$ cat config.mk
export PLATFORM = sky130hd
export DESIGN_NAME = pan_tilt_stepper_and_shutter_sequencer
export DESIGN_NICKNAME = d
export VERILOG_FILES = /design/src/rtl/pts_pkg.sv /design/src/rtl/pts_pan_axis.sv /design/src/rtl/pts_tilt_axis.sv /design/src/rtl/pts_camera.sv /design/src/rtl/pan_tilt_stepper_and_shutter_sequencer.sv
export VERILOG_INCLUDE_DIRS = /design/src /design/src/rtl
export SDC_FILE = /design/constraint.sdc
export NUM_CORES = 1
export LEC_CHECK = 0
export BUFFER_PORTS_ARGS = -buffer_cell sky130_fd_sc_hd__buf_2
export CORE_MARGIN = 8
export CORE_UTILIZATION = 35
export CTS_CLUSTER_DIAMETER = 40
export CTS_CLUSTER_SIZE = 28
export DETAILED_ROUTE_END_ITERATION = 10
export GPL_TIMING_DRIVEN = 1
export SYNTH_ARGS = -nofsm -noshare
export SYNTH_HDL_FRONTEND = slang
export SYNTH_HIERARCHICAL = 1
export SYNTH_SLANG_ARGS = --single-unit
$ cat constraint.sdc
create_clock -name i_clk -period 5.3 [get_ports i_clk]
set_input_delay 0.53 -clock i_clk [delete_from_list [all_inputs] [get_ports i_clk]]
set_output_delay 0.53 -clock i_clk [all_outputs]
set_load 0.01 [all_outputs]
$ cat src/rtl/pan_tilt_stepper_and_shutter_sequencer_macros.svh
// assertion macros used by the sequencer top level
`ifndef PAN_TILT_STEPPER_AND_SHUTTER_SEQUENCER_MACROS_SVH
`define PAN_TILT_STEPPER_AND_SHUTTER_SEQUENCER_MACROS_SVH

// same-cycle implication, checked on every edge out of reset
`define PTS_ASSERT_IMPL(lbl, ante, cons) \
    lbl: assert property (@(posedge i_clk) disable iff (!i_rst_n) (ante) |-> (cons)) \
        else $error("pts assertion failed");

// next-cycle implication, checked on every edge out of reset
`define PTS_ASSERT_NEXT(lbl, ante, cons) \
    lbl: assert property (@(posedge i_clk) disable iff (!i_rst_n) (ante) |=> (cons)) \
        else $error("pts assertion failed");

`endif

$ cat src/rtl/pts_pkg.sv
// shared types, codes, reset values and the pan phase table for the sequencer
`default_nettype none

package pts_pkg;

    // item kinds
    localparam logic [2:0] KIND_TICK      = 3'd0;
    localparam logic [2:0] KIND_MOVE_PAN  = 3'd1;
    localparam logic [2:0] KIND_MOVE_TILT = 3'd2;
    localparam logic [2:0] KIND_FOCUS     = 3'd3;
    localparam logic [2:0] KIND_SHOT      = 3'd4;

    // register indexes on the config port
    localparam logic [2:0] REG_X_STEP_SIZE = 3'd0;
    localparam logic [2:0] REG_Y_STEP_SIZE = 3'd1;
    localparam logic [2:0] REG_FOCUS_HOLD  = 3'd2;
    localparam logic [2:0] REG_SHOT_HOLD   = 3'd3;
    localparam logic [2:0] REG_SHOT_LEAD   = 3'd4;

    // camera event codes
    localparam logic [1:0] EV_NONE        = 2'd0;
    localparam logic [1:0] EV_FOCUS_START = 2'd1;
    localparam logic [1:0] EV_SHOT_START  = 2'd2;
    localparam logic [1:0] EV_SHOT_END    = 2'd3;

    // config reset values
    localparam logic [7:0]  X_STEP_SIZE_RST = 8'd9;
    localparam logic [7:0]  Y_STEP_SIZE_RST = 8'd10;
    localparam logic [15:0] FOCUS_HOLD_RST  = 16'd2000;
    localparam logic [15:0] SHOT_HOLD_RST   = 16'd600;
    localparam logic [15:0] SHOT_LEAD_RST   = 16'd100;

    // tilt axis reset angles, tenths of a degree
    localparam logic signed [15:0] TILT_POS_RST  = 16'sd1800;
    localparam logic signed [15:0] TILT_GOAL_RST = 16'sd900;

    // saturation limits of a 16-bit angle
    localparam logic signed [15:0] ANGLE_MAX = 16'sh7FFF;
    localparam logic signed [15:0] ANGLE_MIN = -16'sh8000;

    // pan half-step coil patterns
    localparam logic [5:0] PAN_TABLE [8] = '{
        6'h39, 6'h28, 6'h3A, 6'h12, 6'h36, 6'h24, 6'h35, 6'h11
    };

    // one registered item
    typedef struct packed {
        logic [2:0]         kind;
        logic signed [15:0] goal_angle;
        logic               direction;
        logic [15:0]        step_delay;
    } t_item;

    // next result bits of one axis
    typedef struct packed {
        logic [5:0] coils;
        logic       busy;
    } t_axis_out;

    // next result bits of the camera timer
    typedef struct packed {
        logic       focus_line;
        logic       shutter_line;
        logic [1:0] event_res;
    } t_cam_out;

    // tilt coil word: control bits over a one-hot nibble
    function automatic logic [5:0] tilt_coil_word(input logic [1:0] phase);
        logic [1:0] ctrl;
        logic [3:0] nib;
        ctrl = phase[1] ? 2'd1 : 2'd2;
        nib  = 4'b1000 >> phase;
        return {ctrl, nib};
    endfunction

    // angle plus or minus a step, clamped to 16 bits
    function automatic logic signed [15:0] step_angle(
        input logic signed [15:0] pos,
        input logic [7:0]         step,
        input logic               ccw
    );
        logic signed [17:0] sum;
        logic signed [17:0] stp;
        stp = $signed({10'd0, step});
        sum = ccw ? ($signed({{2{pos[15]}}, pos}) - stp)
                  : ($signed({{2{pos[15]}}, pos}) + stp);
        if (sum[17:15] == 3'b000 || sum[17:15] == 3'b111) begin
            return sum[15:0];
        end else if (sum[17]) begin
            return ANGLE_MIN;
        end else begin
            return ANGLE_MAX;
        end
    endfunction

    // true when the goal lies closer than one step
    function automatic logic within_step(
        input logic signed [15:0] goal,
        input logic signed [15:0] pos,
        input logic [7:0]         step
    );
        logic signed [16:0] diff;
        logic [16:0]        mag;
        diff = $signed({goal[15], goal}) - $signed({pos[15], pos});
        mag  = diff[16] ? 17'(-diff) : 17'(diff);
        return mag < {9'd0, step};
    endfunction

endpackage

`default_nettype wire

$ cat src/rtl/pts_pan_axis.sv
// pan axis: position, goal, step timing and half-step coil phase
`default_nettype none

module pts_pan_axis (
    input  wire logic          i_clk,
    input  wire logic          i_rst_n,
    input  wire logic          i_fire,
    input  wire pts_pkg::t_item i_item,
    input  wire logic [7:0]    i_step_size,
    output pts_pkg::t_axis_out o_next
);

    logic signed [15:0] r_pos, n_pos;
    logic signed [15:0] r_goal, n_goal;
    logic [15:0]        r_delay, n_delay;
    logic [15:0]        r_elapsed, n_elapsed;
    logic [2:0]         r_phase, n_phase;
    logic               r_dir, n_dir;
    logic [5:0]         r_coils, n_coils;
    logic               r_busy, n_busy;

    // next state for the item in the input register
    always_comb begin
        n_pos     = r_pos;
        n_goal    = r_goal;
        n_delay   = r_delay;
        n_elapsed = r_elapsed;
        n_phase   = r_phase;
        n_dir     = r_dir;
        n_coils   = r_coils;
        n_busy    = r_busy;
        if (i_item.kind == pts_pkg::KIND_MOVE_PAN) begin
            n_goal    = i_item.goal_angle;
            n_dir     = i_item.direction;
            n_delay   = i_item.step_delay;
            n_elapsed = i_item.step_delay;
            n_busy    = 1'b1;
        end else if (i_item.kind == pts_pkg::KIND_TICK && r_busy) begin
            if (pts_pkg::within_step(r_goal, r_pos, i_step_size)) begin
                n_goal = r_pos;
            end else if (r_goal != r_pos) begin
                if (r_elapsed >= r_delay) begin
                    n_pos     = pts_pkg::step_angle(r_pos, i_step_size, r_dir);
                    n_phase   = r_dir ? r_phase - 3'd1 : r_phase + 3'd1;
                    n_coils   = pts_pkg::PAN_TABLE[n_phase];
                    n_elapsed = 16'd1;
                end else if (r_elapsed != 16'hFFFF) begin
                    n_elapsed = r_elapsed + 16'd1;
                end
            end
            // arrival releases the coils
            if (n_goal == n_pos) begin
                n_coils = 6'd0;
                n_busy  = 1'b0;
            end
        end
    end

    // state registers
    always_ff @(posedge i_clk) begin
        if (!i_rst_n) begin
            r_pos     <= '0;
            r_goal    <= '0;
            r_delay   <= '0;
            r_elapsed <= '0;
            r_phase   <= '0;
            r_dir     <= 1'b0;
            r_coils   <= '0;
            r_busy    <= 1'b0;
        end else if (i_fire) begin
            r_pos     <= n_pos;
            r_goal    <= n_goal;
            r_delay   <= n_delay;
            r_elapsed <= n_elapsed;
            r_phase   <= n_phase;
            r_dir     <= n_dir;
            r_coils   <= n_coils;
            r_busy    <= n_busy;
        end
    end

    assign o_next.coils = n_coils;
    assign o_next.busy  = n_busy;

endmodule

`default_nettype wire

$ cat src/rtl/pts_tilt_axis.sv
// tilt axis: position, goal, step timing and full-step coil phase
`default_nettype none

module pts_tilt_axis (
    input  wire logic          i_clk,
    input  wire logic          i_rst_n,
    input  wire logic          i_fire,
    input  wire pts_pkg::t_item i_item,
    input  wire logic [7:0]    i_step_size,
    output pts_pkg::t_axis_out o_next
);

    logic signed [15:0] r_pos, n_pos;
    logic signed [15:0] r_goal, n_goal;
    logic [15:0]        r_delay, n_delay;
    logic [15:0]        r_elapsed, n_elapsed;
    logic [1:0]         r_phase, n_phase;
    logic               r_dir, n_dir;
    logic [5:0]         r_coils, n_coils;
    logic               r_busy, n_busy;

    // next state for the item in the input register
    always_comb begin
        n_pos     = r_pos;
        n_goal    = r_goal;
        n_delay   = r_delay;
        n_elapsed = r_elapsed;
        n_phase   = r_phase;
        n_dir     = r_dir;
        n_coils   = r_coils;
        n_busy    = r_busy;
        if (i_item.kind == pts_pkg::KIND_MOVE_TILT) begin
            n_goal    = i_item.goal_angle;
            n_dir     = i_item.direction;
            n_delay   = i_item.step_delay;
            n_elapsed = i_item.step_delay;
            n_busy    = 1'b1;
        end else if (i_item.kind == pts_pkg::KIND_TICK && r_busy) begin
            if (pts_pkg::within_step(r_goal, r_pos, i_step_size)) begin
                // snap onto the goal, coils stay energized
                n_pos = r_goal;
            end else if (r_goal != r_pos) begin
                if (r_elapsed >= r_delay) begin
                    n_pos     = pts_pkg::step_angle(r_pos, i_step_size, r_dir);
                    n_phase   = r_dir ? r_phase - 2'd1 : r_phase + 2'd1;
                    n_coils   = pts_pkg::tilt_coil_word(n_phase);
                    n_elapsed = 16'd1;
                end else if (r_elapsed != 16'hFFFF) begin
                    n_elapsed = r_elapsed + 16'd1;
                end
            end
            if (n_goal == n_pos) begin
                n_busy = 1'b0;
            end
        end
    end

    // state registers
    always_ff @(posedge i_clk) begin
        if (!i_rst_n) begin
            r_pos     <= pts_pkg::TILT_POS_RST;
            r_goal    <= pts_pkg::TILT_GOAL_RST;
            r_delay   <= '0;
            r_elapsed <= '0;
            r_phase   <= '0;
            r_dir     <= 1'b0;
            r_coils   <= '0;
            r_busy    <= 1'b0;
        end else if (i_fire) begin
            r_pos     <= n_pos;
            r_goal    <= n_goal;
            r_delay   <= n_delay;
            r_elapsed <= n_elapsed;
            r_phase   <= n_phase;
            r_dir     <= n_dir;
            r_coils   <= n_coils;
            r_busy    <= n_busy;
        end
    end

    assign o_next.coils = n_coils;
    assign o_next.busy  = n_busy;

endmodule

`default_nettype wire

$ cat src/rtl/pts_camera.sv
// camera focus and shutter timing with pending and active flags
`default_nettype none

module pts_camera (
    input  wire logic           i_clk,
    input  wire logic           i_rst_n,
    input  wire logic           i_fire,
    input  wire logic [2:0]     i_kind,
    input  wire logic [15:0]    i_focus_hold,
    input  wire logic [15:0]    i_shot_hold,
    input  wire logic [15:0]    i_shot_lead,
    output pts_pkg::t_cam_out   o_next
);

    logic        r_focus_pend, n_focus_pend;
    logic        r_focus_held, n_focus_held;
    logic        r_shot_pend, n_shot_pend;
    logic        r_shot_act, n_shot_act;
    logic [15:0] r_focus_tmr, n_focus_tmr;
    logic [15:0] r_shot_tmr, n_shot_tmr;
    logic [15:0] r_lead_tmr, n_lead_tmr;
    logic [1:0]  w_event;

    // one camera action per tick, focus before shot
    always_comb begin
        n_focus_pend = r_focus_pend;
        n_focus_held = r_focus_held;
        n_shot_pend  = r_shot_pend;
        n_shot_act   = r_shot_act;
        n_focus_tmr  = r_focus_tmr;
        n_shot_tmr   = r_shot_tmr;
        n_lead_tmr   = r_lead_tmr;
        w_event      = pts_pkg::EV_NONE;
        case (i_kind)
            pts_pkg::KIND_TICK: begin
                if (r_focus_tmr != 16'd0) n_focus_tmr = r_focus_tmr - 16'd1;
                if (r_shot_tmr != 16'd0)  n_shot_tmr  = r_shot_tmr - 16'd1;
                if (r_lead_tmr != 16'd0)  n_lead_tmr  = r_lead_tmr - 16'd1;
                if (r_focus_pend) begin
                    n_focus_pend = 1'b0;
                    n_focus_held = 1'b1;
                    w_event      = pts_pkg::EV_FOCUS_START;
                end else if (r_focus_held) begin
                    if (r_focus_tmr == 16'd0) n_focus_held = 1'b0;
                end else if (r_shot_pend) begin
                    n_shot_pend = 1'b0;
                    n_shot_act  = 1'b1;
                    n_lead_tmr  = i_shot_lead;
                    w_event     = pts_pkg::EV_SHOT_START;
                end else if (r_shot_act && r_shot_tmr == 16'd0) begin
                    n_shot_act = 1'b0;
                    w_event    = pts_pkg::EV_SHOT_END;
                end
            end
            pts_pkg::KIND_FOCUS: begin
                n_focus_pend = 1'b1;
                n_focus_tmr  = i_focus_hold;
            end
            pts_pkg::KIND_SHOT: begin
                n_shot_pend = 1'b1;
                n_shot_tmr  = i_shot_hold;
            end
            default: begin
            end
        endcase
    end

    // state registers
    always_ff @(posedge i_clk) begin
        if (!i_rst_n) begin
            r_focus_pend <= 1'b0;
            r_focus_held <= 1'b0;
            r_shot_pend  <= 1'b0;
            r_shot_act   <= 1'b0;
            r_focus_tmr  <= '0;
            r_shot_tmr   <= '0;
            r_lead_tmr   <= '0;
        end else if (i_fire) begin
            r_focus_pend <= n_focus_pend;
            r_focus_held <= n_focus_held;
            r_shot_pend  <= n_shot_pend;
            r_shot_act   <= n_shot_act;
            r_focus_tmr  <= n_focus_tmr;
            r_shot_tmr   <= n_shot_tmr;
            r_lead_tmr   <= n_lead_tmr;
        end
    end

    // active-low lines from the updated flags
    assign o_next.shutter_line = !n_shot_act;
    assign o_next.focus_line   = !(n_focus_held || (n_shot_act && n_lead_tmr == 16'd0));
    assign o_next.event_res    = w_event;

endmodule

`default_nettype wire

$ cat src/rtl/pan_tilt_stepper_and_shutter_sequencer.sv
// top level: input and result registers, config registers, axis and camera units
`default_nettype none
`include "pan_tilt_stepper_and_shutter_sequencer_macros.svh"

// Pan/tilt stepper and camera shutter sequencer. Every item (a millisecond
// tick or a command) produces exactly one result item holding the coil
// lines, camera lines, busy flags and event code after that item. An item
// is taken into an input register, then its state update and result are
// computed combinationally and written into the result register, and one
// item is accepted every cycle while the result side keeps up.
// The result register lets a new item enter while a finished result still
// waits; the input register holds its item while the result side stalls.
// Config registers (step sizes and camera hold/lead times) may be written
// only while no item is in flight.
module pan_tilt_stepper_and_shutter_sequencer (
    input  wire logic               i_clk,
    input  wire logic               i_rst_n,
    // input channel
    input  wire logic               i_in_valid,
    output logic                    o_in_stall,
    input  wire logic [2:0]         i_kind,
    input  wire logic signed [15:0] i_goal_angle,
    input  wire logic               i_direction,
    input  wire logic [15:0]        i_step_delay,
    // result channel
    output logic                    o_out_valid,
    input  wire logic               i_out_stall,
    output logic [5:0]              o_pan_coils,
    output logic [5:0]              o_tilt_coils,
    output logic                    o_focus_line,
    output logic                    o_shutter_line,
    output logic                    o_pan_busy,
    output logic                    o_tilt_busy,
    output logic [1:0]              o_event_res,
    // config port
    input  wire logic               i_cfg_we,
    input  wire logic [2:0]         i_cfg_index,
    input  wire logic [15:0]        i_cfg_data
);

    logic               r_in_valid;
    pts_pkg::t_item     r_in_item;
    logic               r_out_valid;
    logic [7:0]         r_x_step_size;
    logic [7:0]         r_y_step_size;
    logic [15:0]        r_focus_hold;
    logic [15:0]        r_shot_hold;
    logic [15:0]        r_shot_lead;
    logic               w_fire;
    logic               w_accept;
    pts_pkg::t_axis_out w_pan_next;
    pts_pkg::t_axis_out w_tilt_next;
    pts_pkg::t_cam_out  w_cam_next;

    // handshake: process when the result register is free or draining
    assign w_fire     = r_in_valid && (!r_out_valid || !i_out_stall);
    assign o_in_stall = r_in_valid && !w_fire;
    assign w_accept   = i_in_valid && !o_in_stall;

    // input register
    always_ff @(posedge i_clk) begin
        if (!i_rst_n) begin
            r_in_valid <= 1'b0;
        end else if (w_accept) begin
            r_in_valid <= 1'b1;
        end else if (w_fire) begin
            r_in_valid <= 1'b0;
        end
    end

    always_ff @(posedge i_clk) begin
        if (w_accept) begin
            r_in_item.kind       <= i_kind;
            r_in_item.goal_angle <= i_goal_angle;
            r_in_item.direction  <= i_direction;
            r_in_item.step_delay <= i_step_delay;
        end
    end

    // config registers
    always_ff @(posedge i_clk) begin
        if (!i_rst_n) begin
            r_x_step_size <= pts_pkg::X_STEP_SIZE_RST;
            r_y_step_size <= pts_pkg::Y_STEP_SIZE_RST;
            r_focus_hold  <= pts_pkg::FOCUS_HOLD_RST;
            r_shot_hold   <= pts_pkg::SHOT_HOLD_RST;
            r_shot_lead   <= pts_pkg::SHOT_LEAD_RST;
        end else if (i_cfg_we) begin
            case (i_cfg_index)
                pts_pkg::REG_X_STEP_SIZE: r_x_step_size <= i_cfg_data[7:0];
                pts_pkg::REG_Y_STEP_SIZE: r_y_step_size <= i_cfg_data[7:0];
                pts_pkg::REG_FOCUS_HOLD:  r_focus_hold  <= i_cfg_data;
                pts_pkg::REG_SHOT_HOLD:   r_shot_hold   <= i_cfg_data;
                pts_pkg::REG_SHOT_LEAD:   r_shot_lead   <= i_cfg_data;
                default: begin
                end
            endcase
        end
    end

    // processing units
    pts_pan_axis u_pan (
        .i_clk       (i_clk),
        .i_rst_n     (i_rst_n),
        .i_fire      (w_fire),
        .i_item      (r_in_item),
        .i_step_size (r_x_step_size),
        .o_next      (w_pan_next)
    );

    pts_tilt_axis u_tilt (
        .i_clk       (i_clk),
        .i_rst_n     (i_rst_n),
        .i_fire      (w_fire),
        .i_item      (r_in_item),
        .i_step_size (r_y_step_size),
        .o_next      (w_tilt_next)
    );

    pts_camera u_cam (
        .i_clk        (i_clk),
        .i_rst_n      (i_rst_n),
        .i_fire       (w_fire),
        .i_kind       (r_in_item.kind),
        .i_focus_hold (r_focus_hold),
        .i_shot_hold  (r_shot_hold),
        .i_shot_lead  (r_shot_lead),
        .o_next       (w_cam_next)
    );

    // result register
    always_ff @(posedge i_clk) begin
        if (!i_rst_n) begin
            r_out_valid <= 1'b0;
        end else if (w_fire) begin
            r_out_valid <= 1'b1;
        end else if (!i_out_stall) begin
            r_out_valid <= 1'b0;
        end
    end

    always_ff @(posedge i_clk) begin
        if (w_fire) begin
            o_pan_coils    <= w_pan_next.coils;
            o_pan_busy     <= w_pan_next.busy;
            o_tilt_coils   <= w_tilt_next.coils;
            o_tilt_busy    <= w_tilt_next.busy;
            o_focus_line   <= w_cam_next.focus_line;
            o_shutter_line <= w_cam_next.shutter_line;
            o_event_res    <= w_cam_next.event_res;
        end
    end

    assign o_out_valid = r_out_valid;

    // checks on the sequencing logic
    `PTS_ASSERT_IMPL(a_pan_idle_released, r_out_valid && !o_pan_busy, o_pan_coils == 6'd0)
    `PTS_ASSERT_IMPL(a_tilt_nibble_onehot, r_out_valid, $onehot0(o_tilt_coils[3:0]))
    `PTS_ASSERT_IMPL(a_shot_start_low, r_out_valid && o_event_res == pts_pkg::EV_SHOT_START, !o_shutter_line)
    `PTS_ASSERT_IMPL(a_shot_end_high, r_out_valid && o_event_res == pts_pkg::EV_SHOT_END, o_shutter_line)
    `PTS_ASSERT_IMPL(a_focus_start_low, r_out_valid && o_event_res == pts_pkg::EV_FOCUS_START, !o_focus_line)
    `PTS_ASSERT_NEXT(a_fire_fills_result, w_fire, r_out_valid)

endmodule

`default_nettype wire

==> insert_results.sql, run 1 <==
INSERT INTO impl_metrics (metric_group, metric, value, unit) VALUES
('critical_path', 'critical_path.max_fanout', '18', ''),
('sta', 'relative_max_transition_margin', '21.83', '%'),
('layout', 'synthToLayoutAreaGrowth', '17.01', '%'),
('place', 'placed_cells_incl_taps', '3692', ''),
('clock_network', 'hold_buffers', '0', ''),
('power', 'power.sequential.fraction', '15.0', '%'),
('synthesis', 'ys_dominant_reg_cell', 'sky130_fd_sc_hd__dfxtp_1', ''),
('global_routing', 'grt.overflow.total', '0', ''),
('global_routing', 'first_global_vias', '20240', ''),
('drt', 'dr_total_vias', '21660', ''),
('synthesis', 'synth.top_cells.by_count', 'sky130_fd_sc_hd__nand2_1, sky130_fd_sc_hd__dfxtp_1, sky130_fd_sc_hd__nor2_1', ''),
('place', 'routabilityCongestion', '0.9253', ''),
('synthesis', 'ys_seq_elements', '321', ''),
('drt', 'drt_iter0_markers', '1870', ''),
('drt', 'wl_per_cell', '19.14', 'um'),
('power', 'cell_internal_pwr', '10.08', 'mW'),
('floorplan', 'initial_core_util', '35.24', '%'),
('layout', 'final_core_utilization', '41.23', '%'),
('critical_path', 'critPathKind', 'register to register', ''),
('layout', 'final_layout_size_suffix_gt1_share', '13.92', '%'),
('synthesis', 'synth_warnings', '6', ''),
('hold_path', 'hold_path_end', 'r_in_item[7]', ''),
('sta', 'timing_hold_violations_final', '0', ''),
('drt', 'post_detailed_route_drc_marker_count', '0', ''),
('critical_path', 'crit_path_max_delay_cell_type', 'sky130_fd_sc_hd__or4_1', ''),
('hold_path', 'hold_path.startpoint', 'i_step_delay[7]', ''),
('critical_path', 'critical_path.reg2reg.startpoint', 'r_y_step_size[1]', ''),
('place', 'post-dp-hpwl', '53.26', 'mm'),
('sta', 'period_needed', '5.090', 'ns'),
('place', 'place.port_buffers', '79', ''),
('critical_path', 'worst_setup_path_end_kind', 'register', ''),
('sta', 'tns', '0', 'ns'),
('floorplan', 'floorplan.die_area', '0.07456', 'mm^2'),
('floorplan', 'design.portCount', '80', ''),
('clock_network', 'cts_buffers', '66', ''),
('layout', 'post_layout_nonfiller_instances', '3817', ''),
('clock_network', 'cts.root.buffer_cell', 'sky130_fd_sc_hd__clkbuf_16', ''),
('hold_path', 'holdCritPathClass', 'input pin to register', ''),
('run_status', 'run_status', 'finished clean', ''),
('clock_network', 'worst_skew_pair_later_pin_latency', '0.60', 'ns'),
('floorplan', 'floorplan.rows', '94', ''),
('global_routing', 'grt_pass1_wl', '113.8', 'mm'),
('critical_path', 'delay_contributed_by_the_slowest_stage_of_the_critical_path', '0.50', 'ns'),
('critical_path', 'crit_path_cell_trace', 'inv_1, ha_1, mux2_2, fa_1, nand2b_1, a21oi_1, o21ai_0, o31ai_1, a21oi_1, or2_2, buf_4, nor4_1, a221oi_1, or4_1, a2111oi_2, a221oi_1, or2_1', ''),
('drt', 'final_antenna_net_count', '0', ''),
('layout', 'finalNetCount', '3095', ''),
('hold_path', 'min_delay_path_depth', '1', ''),
('floorplan', 'die_h', '273.1', 'um'),
('global_routing', 'grt_antenna_before_repair', '1', ''),
('drt', 'drt_first_pass_iters', '5', ''),
('sta', 'maxSlewViolCount', '0', ''),
('global_routing', 'grt_max_degree', '123', ''),
('synthesis', 'synthMostInstantiatedCell', 'sky130_fd_sc_hd__nand2_1', ''),
('critical_path', 'worst_ep_arrival_time', '5.43', 'ns'),
('power', 'worst_ir_drop_vdd', '1.484', 'mV'),
('power', 'clock_power_share', '23.0', '%'),
('synthesis', 'yosys.area.top_type', 'sky130_fd_sc_hd__dfxtp_1', ''),
('synthesis', 'synth_top_cells_by_area', 'sky130_fd_sc_hd__dfxtp_1, sky130_fd_sc_hd__ha_1, sky130_fd_sc_hd__edfxtp_1', ''),
('sta', 'max_freq', '196.4', 'MHz'),
('drt', 'postRouteWirelength', '73.04', 'mm'),
('synthesis', 'synth-async-reset-ratio', '0', '%'),
('clock_network', 'cts.htree.levels', '3', ''),
('clock_network', 'tritoncts_num_sinks', '321', ''),
('flow_run', 'timing.max_cap.violations', '0', ''),
('power', 'leakagePower', '11.04', 'nW'),
('synthesis', 'synth.distinct_cells', '117', ''),
('sta', 'worst_setup_skew_after_layout', '0.02240', 'ns'),
('clock_network', 'cts_buffer_depth', '3', ''),
('synthesis', 'synth-edff-count', '54', ''),
('global_routing', 'grt.total_usage', '18.71', '%'),
('floorplan', 'floorplan.die.width', '273.1', 'um');
how the worst max path moves through the flow:
stage | cells past startpoint | endpoint | slack, ns | from
after floorplan | 24 | u_pan/r_phase[2] | 0.24 | u_pan/r_goal[0]
after global placement | 20 | o_tilt_busy | -0.12 | r_y_step_size[4]
after detailed placement | 18 | o_tilt_busy | -0.07 | r_y_step_size[4]
after CTS | 18 | o_tilt_busy | 0.01 | r_y_step_size[4]
after global routing | 17 | o_tilt_busy | 0.005 | r_y_step_size[1]
final | 17 | o_tilt_busy | 0.21 | r_y_step_size[1]
cell usage in the layout, fill, tap and decap left out, drive strengths merged, types with 19 or more instances in the layout:
master  count
and3       43
a211oi     49
nand2b     20
o221a      21
xnor2      73
o21a       36
xor2       42
or3        28
nand3     101
a21oi     143
o211a      45
mux2i      88
inv       152
a21boi     73
and2       32
nor2      187
dfxtp     267
edfxtp     54
nand2     360
nor4       19
nand4      26
nor2b      55
o211ai     40
a31oi      43
a21o       26
o21ai     132
nor3       61
o31ai      19
buf       186
ha        130
clkbuf     77
state kept, by name (all words and copies together) (netlist names), 8 cells and up:
name,cells
u_cam/r_shot_tmr,16
u_tilt/r_elapsed,16
u_pan/r_elapsed,16
u_tilt/r_delay,16
u_pan/r_delay,16
u_pan/r_goal,16
r_focus_hold,16
u_cam/r_focus_tmr,16
u_pan/r_pos,16
u_tilt/r_pos,16
u_tilt/r_goal,16
r_y_step_size,8
r_x_step_size,8
r_shot_hold,16
u_cam/r_lead_tmr,16
r_shot_lead,16
r_in_item,36
power by group through the flow:
| stage | clock network [mW] | logic [mW] | registers, mW |
|---|---|---|---|
| 6_report | 4.31 | 11.6 | 2.81 |
| 5_1_grt | 4.50 | 12.3 | 2.81 |
| 3_5_place_dp | 0 | 7.58 | 2.78 |
| 4_1_cts | 4.39 | 7.61 | 2.73 |
| 2_1_floorplan | 0 | 8.52 | 2.79 |
| 3_3_place_gp | 0 | 7.55 | 2.78 |
routing by layer:
layer / track usage [%] / wire (um) / vias up / share of wire (%)
met5: 0 / 0 / - / 0
met4: 6.858 / 2302 / 0 / 3.2
met3: 4.169 / 5093 / 150 / 7.0
met2: 29.28 / 32330 / 676 / 44
met1: 25.05 / 33310 / 10270 / 46
li1: - / - / 10560 / -
layout make-up:
cell class	count	area (um^2)
Sequential cell	321	6968
Inverter	134	503.0
Fill cell	6602	38570
Tap cell	864	1081
Clock buffer	76	1773
Timing Repair Buffer	187	1252
Clock inverter	45	534.3
Multi-Input combinational cell	2190	14950
stage by stage:
step / setup slack, ns / hold WS, ns / total power, mW / area (um^2)
2_1_floorplan: 0.2405 / 0.4325 / 11.31 / 23130
3_3_place_gp: -0.1154 / 0.4439 / 10.33 / 24650
3_5_place_dp: -0.06964 / 0.4477 / 10.36 / 24650
4_1_cts: 0.01371 / 0.07586 / 14.73 / 26960
5_1_grt: 0.004662 / 0.08483 / 19.62 / 27060
6_report: 0.2096 / 0.1065 / 18.71 / 27060
logic make-up after synthesis:
| logic type | Yosys count | share of synthesized area [%] |
|---|---|---|
| compound gates | 814 | 25.61 |
| xor+xnor | 116 | 4.485 |
| fa+ha+maj | 152 | 8.202 |
| buf+inv | 304 | 5.670 |
| flops | 321 | 30.12 |
| mux | 100 | 4.393 |
| simple gates | 1008 | 21.52 |
repair_timing:
item                                    CTS  global route
endpoints found under the setup margin    1            69
pin swaps                                 0             3
resized for setup                         2            16
buffers inserted                          0             4
(Power assumes the default switching activity.)
==> run 2: changes to the inputs <==
==> constraint.sdc (replaced) <==
create_clock -name i_clk -period 4.1 [get_ports i_clk]
set_input_delay 0.41 -clock i_clk [delete_from_list [all_inputs] [get_ports i_clk]]
set_output_delay 0.41 -clock i_clk [all_outputs]
set_load 0.01 [all_outputs]
==> run 2 against run 1 <==
Against the previous run: the run now ends with negative setup slack left; cell count is 12% higher; worst setup slack worse by 0.61 ns; clock skew is 0.0048 ns higher; die area stayed put; maximum frequency is 13% higher; sequential share of layout area is 4.1 points lower; routed wire length is 8.0% higher; highest routed layer is now met5.
==> insert_results.sql, run 2 (synthesized netlist as in run 1, its figures left out) <==
INSERT INTO impl_metrics (metric_group, metric, value, unit) VALUES
('run_status', 'run_status', 'finished, violations left', ''),
('run_status', 'violated_checks', 'negative setup slack', ''),
('power', 'power_frac_comb', '70.8', '%'),
('sta', 'maxSlewViolCount', '0', ''),
('hold_path', 'holdCritPathClass', 'input pin to register', ''),
('floorplan', 'core_region_area', '0.06563', 'mm^2'),
('drt', 'drt_iter0_markers', '1777', ''),
('critical_path', 'crit_path_max_delay_cell_type', 'sky130_fd_sc_hd__dfxtp_4', ''),
('floorplan', 'design.portCount', '80', ''),
('drt', 'drt_first_pass_iters', '6', ''),
('global_routing', 'grt_pass1_wl', '123.8', 'mm'),
('global_routing', 'first_global_vias', '22630', ''),
('floorplan', 'floorplan.die.width', '273.1', 'um'),
('drt', 'dr_total_vias', '23570', ''),
('critical_path', 'cp_num_buf_inv', '5', ''),
('power', 'power.sequential.fraction', '11.3', '%'),
('sta', 'timing_hold_violations_final', '0', ''),
('clock_network', 'cts_buffers', '67', ''),
('floorplan', 'initial_core_util', '35.24', '%'),
('drt', 'postRouteWirelength', '78.90', 'mm'),
('flow_run', 'timing.max_cap.violations', '0', ''),
('critical_path', 'worst_setup_path_start_kind', 'register', ''),
('place', 'routabilityCongestion', '0.9234', ''),
('sta', 'worstMarginPinSlew', '1.132', 'ns'),
('clock_network', 'worst_skew_pair_later_pin_latency', '0.61', 'ns'),
('critical_path', 'delay_contributed_by_the_slowest_stage_of_the_critical_path', '0.36', 'ns'),
('clock_network', 'cts_buffer_depth', '3', ''),
('power', 'switching_power', '12.77', 'mW'),
('sta', 'setup_repair_after_global_routing_missed_its_margin', 'yes', ''),
('drt', 'wl_per_cell', '18.46', 'um'),
('place', 'placed_cells_incl_taps', '4074', ''),
('critical_path', 'critical_path.max_fanout', '5', ''),
('clock_network', 'cts.clk_slew.worst_paths', '0.05', 'ns'),
('clock_network', 'cts_tree', 'yes', ''),
('place', 'preCtsSetupSlack', '-0.5653', 'ns'),
('critical_path', 'crit_path_cell_trace', 'inv_4, ha_4, fa_2, nor2b_4, o31ai_4, a21o_1, a21o_1, a21oi_4, buf_6, a31oi_1, xnor2_1, ha_1, a21oi_1, o21ai_1, a211oi_1, nor2_1, a2111oi_2, nand4_1, buf_6, buf_6, and3_4, buf_8, mux2i_1, and2_1', ''),
('drt', 'post_detailed_route_drc_marker_count', '0', ''),
('sta', 'max_freq', '222.3', 'MHz'),
('drt', 'final_antenna_net_count', '0', ''),
('global_routing', 'grt.total_usage', '20.37', '%'),
('sta', 'post-route-period-util', '109.7', '%'),
('power', 'worst_ir_drop_vdd', '1.597', 'mV'),
('layout', 'mostFrequentLayoutCells', 'sky130_fd_sc_hd__buf_4, sky130_fd_sc_hd__nand2_1, sky130_fd_sc_hd__dfxtp_1', ''),
('layout', 'finalNetCount', '3551', ''),
('sta', 'relative_max_transition_margin', '24.51', '%'),
('critical_path', 'worst-endpoint-required', '4.58', 'ns'),
('floorplan', 'floorplan.rows', '94', ''),
('sta', 'worst_setup_skew_after_layout', '0.02717', 'ns'),
('layout', 'top_register', 'r_in_item', ''),
('critical_path', 'critPathKind', 'register to register', ''),
('place', 'place.port_buffers', '79', ''),
('layout', 'final_core_utilization', '49.09', '%'),
('layout', 'post_layout_nonfiller_instances', '4275', ''),
('critical_path', 'worst_ep_arrival_time', '4.98', 'ns'),
('floorplan', 'die_h', '273.1', 'um'),
('drt', 'drt-vias-per-instance', '5.514', ''),
('layout', 'flip_flop_count_of_the_largest_register_after_layout', '36', ''),
('layout', 'synthToLayoutAreaGrowth', '39.31', '%'),
('clock_network', 'cts.htree.levels', '3', ''),
('power', 'cell_internal_pwr', '18.28', 'mW'),
('power', 'leakagePower', '13.68', 'nW'),
('place', 'placed_cell_area', '0.02795', 'mm^2'),
('global_routing', 'grt_antenna_before_repair', '2', ''),
('sta', 'post-route-worst-setup-slack', '-0.3988', 'ns'),
('critical_path', 'dominant_delay_contributor_by_cell_family_on_the_critical_path', 'compound AO/OA/AOI/OAI gates', ''),
('sta', 'report.final.setup_viol', '113', ''),
('power', 'p_total', '31.05', 'mW'),
('clock_network', 'cts.root.buffer_cell', 'sky130_fd_sc_hd__clkbuf_16', ''),
('sta', 'period_needed', '4.499', 'ns'),
('critical_path', 'cpMostUsedCell', 'sky130_fd_sc_hd__buf_6', ''),
('global_routing', 'grt.overflow.total', '0', ''),
('power', 'clock_power_share', '17.9', '%'),
('power', 'power_density', '963.6', 'mW/mm^2'),
('power', 'power.share.switching', '41.12', '%'),
('floorplan', 'floorplan.die_area', '0.07456', 'mm^2'),
('layout', 'finish.instance_area', '0.03222', 'mm^2'),
('clock_network', 'tritoncts_num_sinks', '321', ''),
('critical_path', 'worst_setup_path_end_kind', 'register', ''),
('place', 'post-dp-hpwl', '57.64', 'mm'),
('global_routing', 'grt_max_degree', '126', ''),
('layout', 'mostFrequentLayoutCell', 'sky130_fd_sc_hd__buf_4', ''),
('layout', 'final_layout_size_suffix_gt1_share', '29.56', '%');
run 2: worst paths after layout:
kind	cells after the start	end	slack (ns)	from
setup / recovery	24	u_pan/r_phase[2]	-0.40	u_pan/r_goal[0]
hold / removal	1	r_in_item[17]	0.03	i_goal_angle[0]
setup reg to reg	24	u_pan/r_phase[2]	-0.40	u_pan/r_goal[0]
hold reg to reg	2	u_tilt/r_coils[2]	0.45	u_tilt/r_coils[2]
run 2: worst reg2reg max path, stage by stage (launching register included):
cell	delay, ns
sky130_fd_sc_hd__dfxtp_4	0.36
sky130_fd_sc_hd__inv_4	0.05
sky130_fd_sc_hd__ha_4	0.15
sky130_fd_sc_hd__fa_2	0.36
sky130_fd_sc_hd__nor2b_4	0.16
sky130_fd_sc_hd__o31ai_4	0.07
sky130_fd_sc_hd__a21o_1	0.18
sky130_fd_sc_hd__a21o_1	0.19
sky130_fd_sc_hd__a21oi_4	0.24
sky130_fd_sc_hd__buf_6	0.14
sky130_fd_sc_hd__a31oi_1	0.04
sky130_fd_sc_hd__xnor2_1	0.24
sky130_fd_sc_hd__ha_1	0.28
sky130_fd_sc_hd__a21oi_1	0.12
sky130_fd_sc_hd__o21ai_1	0.08
sky130_fd_sc_hd__a211oi_1	0.22
sky130_fd_sc_hd__nor2_1	0.10
sky130_fd_sc_hd__a2111oi_2	0.28
sky130_fd_sc_hd__nand4_1	0.19
sky130_fd_sc_hd__buf_6	0.17
sky130_fd_sc_hd__buf_6	0.12
sky130_fd_sc_hd__and3_4	0.20
sky130_fd_sc_hd__buf_8	0.14
sky130_fd_sc_hd__mux2i_1	0.11
sky130_fd_sc_hd__and2_1	0.17
run 2: metrics by stage:
step                hold WS (ns)  setup TNS, ns
finish                   0.03440         -31.69
detailed placement        0.4484         -44.96
CTS                    0.0007587         -33.21
floorplan                 0.4348         -9.004
global route            0.004932         -56.22
global placement          0.4435         -40.70
run 2: repair_timing:
item                                    in CTS  in global routing
endpoints found under the hold margin       34                  0
pin swaps                                   77                 79
gates resized for setup                    166                 92
setup buffers                               32                 12
cloned                                       7                  4
hold buffers                                34                  0
endpoints found under the setup margin     113                113
run 2: cell type report:
cell class / instances / area, um^2
fillers: 6224 / 33410
well taps: 864 / 1081
diodes: 1 / 2.502
flip-flops and latches: 321 / 6987
clock buffers: 82 / 1805
inverters: 134 / 505.5
clock inverters: 41 / 495.5
repair buffers: 642 / 5075
multi-input cells: 2190 / 16270
run 2: per-layer routing:
layer / track usage, % / vias to the layer above / part of all wire (%)
li1: - / 11510 / -
met2: 33.54 / 698 / 46
met4: 7.834 / 2 / 3.5
met3: 2.876 / 165 / 5.7
met1: 26.81 / 11200 / 44
met5: 0 / - / 0.016
run 2: power by group through the flow:
stage / clock network (mW) / registers [mW] / logic, mW
detailed placement: 0 / 3.57 / 18.3
finish: 5.56 / 3.51 / 22.0
floorplan: 0 / 3.54 / 9.63
global route: 5.81 / 3.51 / 21.4
global placement: 0 / 3.58 / 19.8
CTS: 5.65 / 3.52 / 21.2
==> run 3: changes to the inputs <==
--- a/config.mk
+++ b/config.mk
@@ -8,11 +8,12 @@
 export LEC_CHECK = 0
 export BUFFER_PORTS_ARGS = -buffer_cell sky130_fd_sc_hd__buf_2
 export CORE_MARGIN = 8
-export CORE_UTILIZATION = 35
+export CORE_UTILIZATION = 45
 export CTS_CLUSTER_DIAMETER = 40
 export CTS_CLUSTER_SIZE = 28
 export DETAILED_ROUTE_END_ITERATION = 10
 export GPL_TIMING_DRIVEN = 1
+export MAX_ROUTING_LAYER = met4
 export SYNTH_ARGS = -nofsm -noshare
 export SYNTH_HDL_FRONTEND = slang
 export SYNTH_HIERARCHICAL = 1
==> run 3 against run 2 <==
Against the previous run: the run still ends with negative setup slack left; die area shrank 21%; clock power barely moved; sequential share of layout area increased by 0.065 points; maximum frequency decreased by 2.3%; combinational power down 38%; clock skew increased by 0.0025 ns; critical path depth decreased by 4; routed wire length increased by 5.6%; sequential cell count did not move; first-iteration DRC count rose by 16%; critical endpoint is now o_pan_coils[0]; largest cell class unchanged.
==> insert_results.sql, run 3 (synthesized netlist as in run 1, its figures left out) <==
INSERT INTO impl_metrics (metric_group, metric, value, unit) VALUES
('layout', 'mostFrequentLayoutCells', 'sky130_fd_sc_hd__buf_4, sky130_fd_sc_hd__nand2_1, sky130_fd_sc_hd__dfxtp_1', ''),
('place', 'place.port_buffers', '79', ''),
('sta', 'relative_max_transition_margin', '28.03', '%'),
('clock_network', 'tritoncts_num_sinks', '321', ''),
('global_routing', 'top_usage_layer', 'met2', ''),
('hold_path', 'holdCritPathClass', 'input pin to register', ''),
('power', 'cell_internal_pwr', '13.56', 'mW'),
('drt', 'final_antenna_net_count', '0', ''),
('clock_network', 'cts.clk_slew.worst_paths', '0.05', 'ns'),
('critical_path', 'critPathKind', 'register to register', ''),
('clock_network', 'cts_buffer_depth', '3', ''),
('drt', 'drt-vias-per-instance', '5.877', ''),
('floorplan', 'floorplan.die_area', '0.05890', 'mm^2'),
('global_routing', 'gr_met2_demand_resource', '44.42', '%'),
('power', 'power_frac_comb', '60.2', '%'),
('clock_network', 'cts_buffers', '67', ''),
('drt', 'post_detailed_route_drc_marker_count', '0', ''),
('layout', 'top_register', 'r_in_item', ''),
('layout', 'antenna_cells_inserted', '0', ''),
('power', 'power.share.switching', '40.08', '%'),
('floorplan', 'floorplan.die.width', '242.7', 'um'),
('layout', 'synthToLayoutAreaGrowth', '38.89', '%'),
('run_status', 'violated_checks', 'negative setup slack', ''),
('sta', 'period_needed', '4.604', 'ns'),
('floorplan', 'floorplan.rows', '83', ''),
('global_routing', 'grt.overflow.total', '0', ''),
('flow_run', 'timing.max_cap.violations', '0', ''),
('layout', 'finalNetCount', '3576', ''),
('place', 'post-dp-hpwl', '60.22', 'mm'),
('hold_path', 'hold_path_end', 'r_in_valid', ''),
('critical_path', 'worst_setup_path_start_kind', 'register', ''),
('layout', 'mostFrequentLayoutCell', 'sky130_fd_sc_hd__buf_4', ''),
('layout', 'fill_cells', '4379', ''),
('sta', 'timing_hold_violations_final', '0', ''),
('sta', 'setup_repair_after_global_routing_missed_its_margin', 'yes', ''),
('drt', 'postRouteWirelength', '83.35', 'mm'),
('critical_path', 'worst_r2r_endpoint', 'o_pan_coils[0]', ''),
('critical_path', 'setup.reg_to_reg.worst_slack', '-0.50', 'ns'),
('global_routing', 'met3_usage', '3.163', '%'),
('hold_path', 'hold_path.startpoint', 'i_in_valid', ''),
('sta', 'report.final.setup_viol', '105', ''),
('sta', 'hold_ws', '0.07012', 'ns'),
('clock_network', 'cts.htree.levels', '3', ''),
('global_routing', 'groute.layer.met1.usage', '34.84', '%'),
('global_routing', 'grt_pass1_wl', '129.3', 'mm'),
('layout', 'area_used_by_sequential_logic_in_the_layout', '0.006987', 'mm^2'),
('place', 'routabilityCongestion', '0.9611', ''),
('global_routing', 'grt_antenna_before_repair', '0', ''),
('power', 'power_density', '704.3', 'mW/mm^2'),
('clock_network', 'cts.root.buffer_cell', 'sky130_fd_sc_hd__clkbuf_16', ''),
('floorplan', 'core_region_area', '0.05109', 'mm^2'),
('power', 'worst_ir_drop_vdd', '1.345', 'mV'),
('critical_path', 'worst_reg_to_reg_cells', '20', ''),
('sta', 'post-route-worst-setup-slack', '-0.5042', 'ns'),
('floorplan', 'initial_core_util', '45.26', '%'),
('critical_path', 'worst-endpoint-required', '4.42', 'ns'),
('drt', 'drt_iter0_markers', '2065', ''),
('power', 'p_total', '22.62', 'mW'),
('clock_network', 'cts_tree', 'yes', ''),
('power', 'clock_power_share', '24.5', '%'),
('critical_path', 'worst_ep_arrival_time', '4.93', 'ns'),
('hold_path', 'min_delay_path_depth', '2', ''),
('sta', 'post-route-period-util', '112.3', '%'),
('drt', 'wl_per_cell', '20.27', 'um'),
('run_status', 'run_status', 'finished, violations left', ''),
('drt', 'drt_first_pass_iters', '8', ''),
('floorplan', 'die_h', '242.7', 'um'),
('critical_path', 'worst_setup_path_end_kind', 'register', ''),
('layout', 'flip_flop_count_of_the_largest_register_after_layout', '36', ''),
('global_routing', 'grt_max_degree', '116', ''),
('power', 'switching_power', '9.066', 'mW'),
('floorplan', 'design.portCount', '80', ''),
('sta', 'worstMarginPinSlew', '1.080', 'ns'),
('global_routing', 'grt.total_usage', '27.51', '%'),
('sta', 'worst_setup_skew_after_layout', '0.02962', 'ns'),
('power', 'leakagePower', '13.80', 'nW'),
('layout', 'final_layout_size_suffix_gt1_share', '29.60', '%'),
('clock_network', 'worst_skew_pair_later_pin_latency', '0.58', 'ns'),
('global_routing', 'first_global_vias', '23570', ''),
('critical_path', 'critical_path.reg2reg.startpoint', 'r_x_step_size[3]', ''),
('drt', 'dr_total_vias', '24170', ''),
('sta', 'maxSlewViolCount', '0', ''),
('sta', 'max_freq', '217.2', 'MHz'),
('critical_path', 'critical_path.max_fanout', '9', ''),
('power', 'power.sequential.fraction', '15.3', '%'),
('layout', 'multiInputGateArea', '0.01616', 'mm^2');
-- run 3: changes by cell type in the layout (fill, tap and decap cells not counted), moves of 4 or more --
cell	before	now
sky130_fd_sc_hd__ha_1	116	120
sky130_fd_sc_hd__a211oi_2	8	12
sky130_fd_sc_hd__nor2_2	12	8
sky130_fd_sc_hd__clkbuf_1	10	5
sky130_fd_sc_hd__nor2_1	170	175
sky130_fd_sc_hd__buf_4	479	502
sky130_fd_sc_hd__nand3_1	91	95
-- run 3: critical path: stages, from the launching register on --
cell and delay, ns:
sky130_fd_sc_hd__dfxtp_2 0.34, sky130_fd_sc_hd__buf_6 0.12, sky130_fd_sc_hd__nor3_2 0.16, sky130_fd_sc_hd__a31oi_1 0.11
sky130_fd_sc_hd__xnor2_1 0.30, sky130_fd_sc_hd__ha_1 0.37, sky130_fd_sc_hd__a21oi_1 0.19, sky130_fd_sc_hd__o21ai_1 0.12
sky130_fd_sc_hd__o211a_1 0.30, sky130_fd_sc_hd__mux2i_4 0.22, sky130_fd_sc_hd__and2_4 0.21, sky130_fd_sc_hd__buf_4 0.13
sky130_fd_sc_hd__buf_4 0.16, sky130_fd_sc_hd__maj3_1 0.37, sky130_fd_sc_hd__o311ai_1 0.25, sky130_fd_sc_hd__o21ai_1 0.13
sky130_fd_sc_hd__buf_4 0.16, sky130_fd_sc_hd__o31ai_4 0.28, sky130_fd_sc_hd__buf_6 0.16, sky130_fd_sc_hd__nor2_4 0.05
sky130_fd_sc_hd__a22o_1 0.22
-- run 3: worst max-delay path by stage --
| stage | startpoint | to | slack [ns] | cells past startpoint |
|---|---|---|---|---|
| 6_report | r_x_step_size[3] | o_pan_coils[0] | -0.50 | 20 |
| 5_1_grt | u_pan/r_pos[13] | o_pan_coils[1] | -0.76 | 22 |
| 4_1_cts | u_pan/r_goal[0] | u_pan/r_phase[2] | -0.42 | 23 |
| 3_5_place_dp | r_x_step_size[6] | o_pan_coils[3] | -0.70 | 19 |
| 3_3_place_gp | r_x_step_size[6] | o_pan_coils[3] | -0.53 | 19 |
| 2_1_floorplan | r_x_step_size[6] | o_pan_coils[3] | -0.24 | 18 |
-- run 3: final cells by class --
type / instances / share of cell area, %
Clock buffer: 78 / 5.570
Timing Repair Buffer: 667 / 16.55
Multi-Input combinational cell: 2190 / 50.32
Tap cell: 680 / 2.649
Inverter: 134 / 1.574
Sequential cell: 321 / 21.75
Clock inverter: 42 / 1.589
-- run 3: power by group through the flow --
| stage | clock network (mW) | registers [mW] | logic [mW] |
|---|---|---|---|
| 2_1_floorplan | 0 | 3.54 | 9.63 |
| 3_3_place_gp | 0 | 3.51 | 11.2 |
| 3_5_place_dp | 0 | 3.51 | 11.3 |
| 4_1_cts | 5.64 | 3.47 | 14.4 |
| 5_1_grt | 5.80 | 3.46 | 13.9 |
| 6_report | 5.55 | 3.46 | 13.6 |
-- run 3: timing repair --
action / 4_1_cts / 5_1_grt
endpoints found under the setup margin: 113 / 113
setup buffers: 36 / 20
gates resized for setup: 136 / 92
hold endpoints to repair: 36 / 0
gates cloned: 6 / 5
hold buffers: 36 / 0
pin swaps: 80 / 36
-- run 3: per-stage QoR --
step / instance area, um^2 / utilization, % / instances / worst slack (ns) / TNS [ns]
6_report: 32120 / 62.87 / 4112 / -0.5042 / -31.99
5_1_grt: 32120 / 62.87 / 4112 / -0.7613 / -61.51
4_1_cts: 31490 / 61.63 / 4091 / -0.4216 / -25.70
3_5_place_dp: 27780 / 54.37 / 3895 / -0.6982 / -41.96
3_3_place_gp: 27780 / 54.37 / 3895 / -0.5305 / -32.49
2_1_floorplan: 23630 / - / 2815 / -0.2414 / -9.004
-- run 3: routing by layer --
layer	up-vias	part of all wire (%)
met2	806	47
met5	-	0
met1	11660	44
li1	11520	-
met4	0	3.9
met3	182	4.9
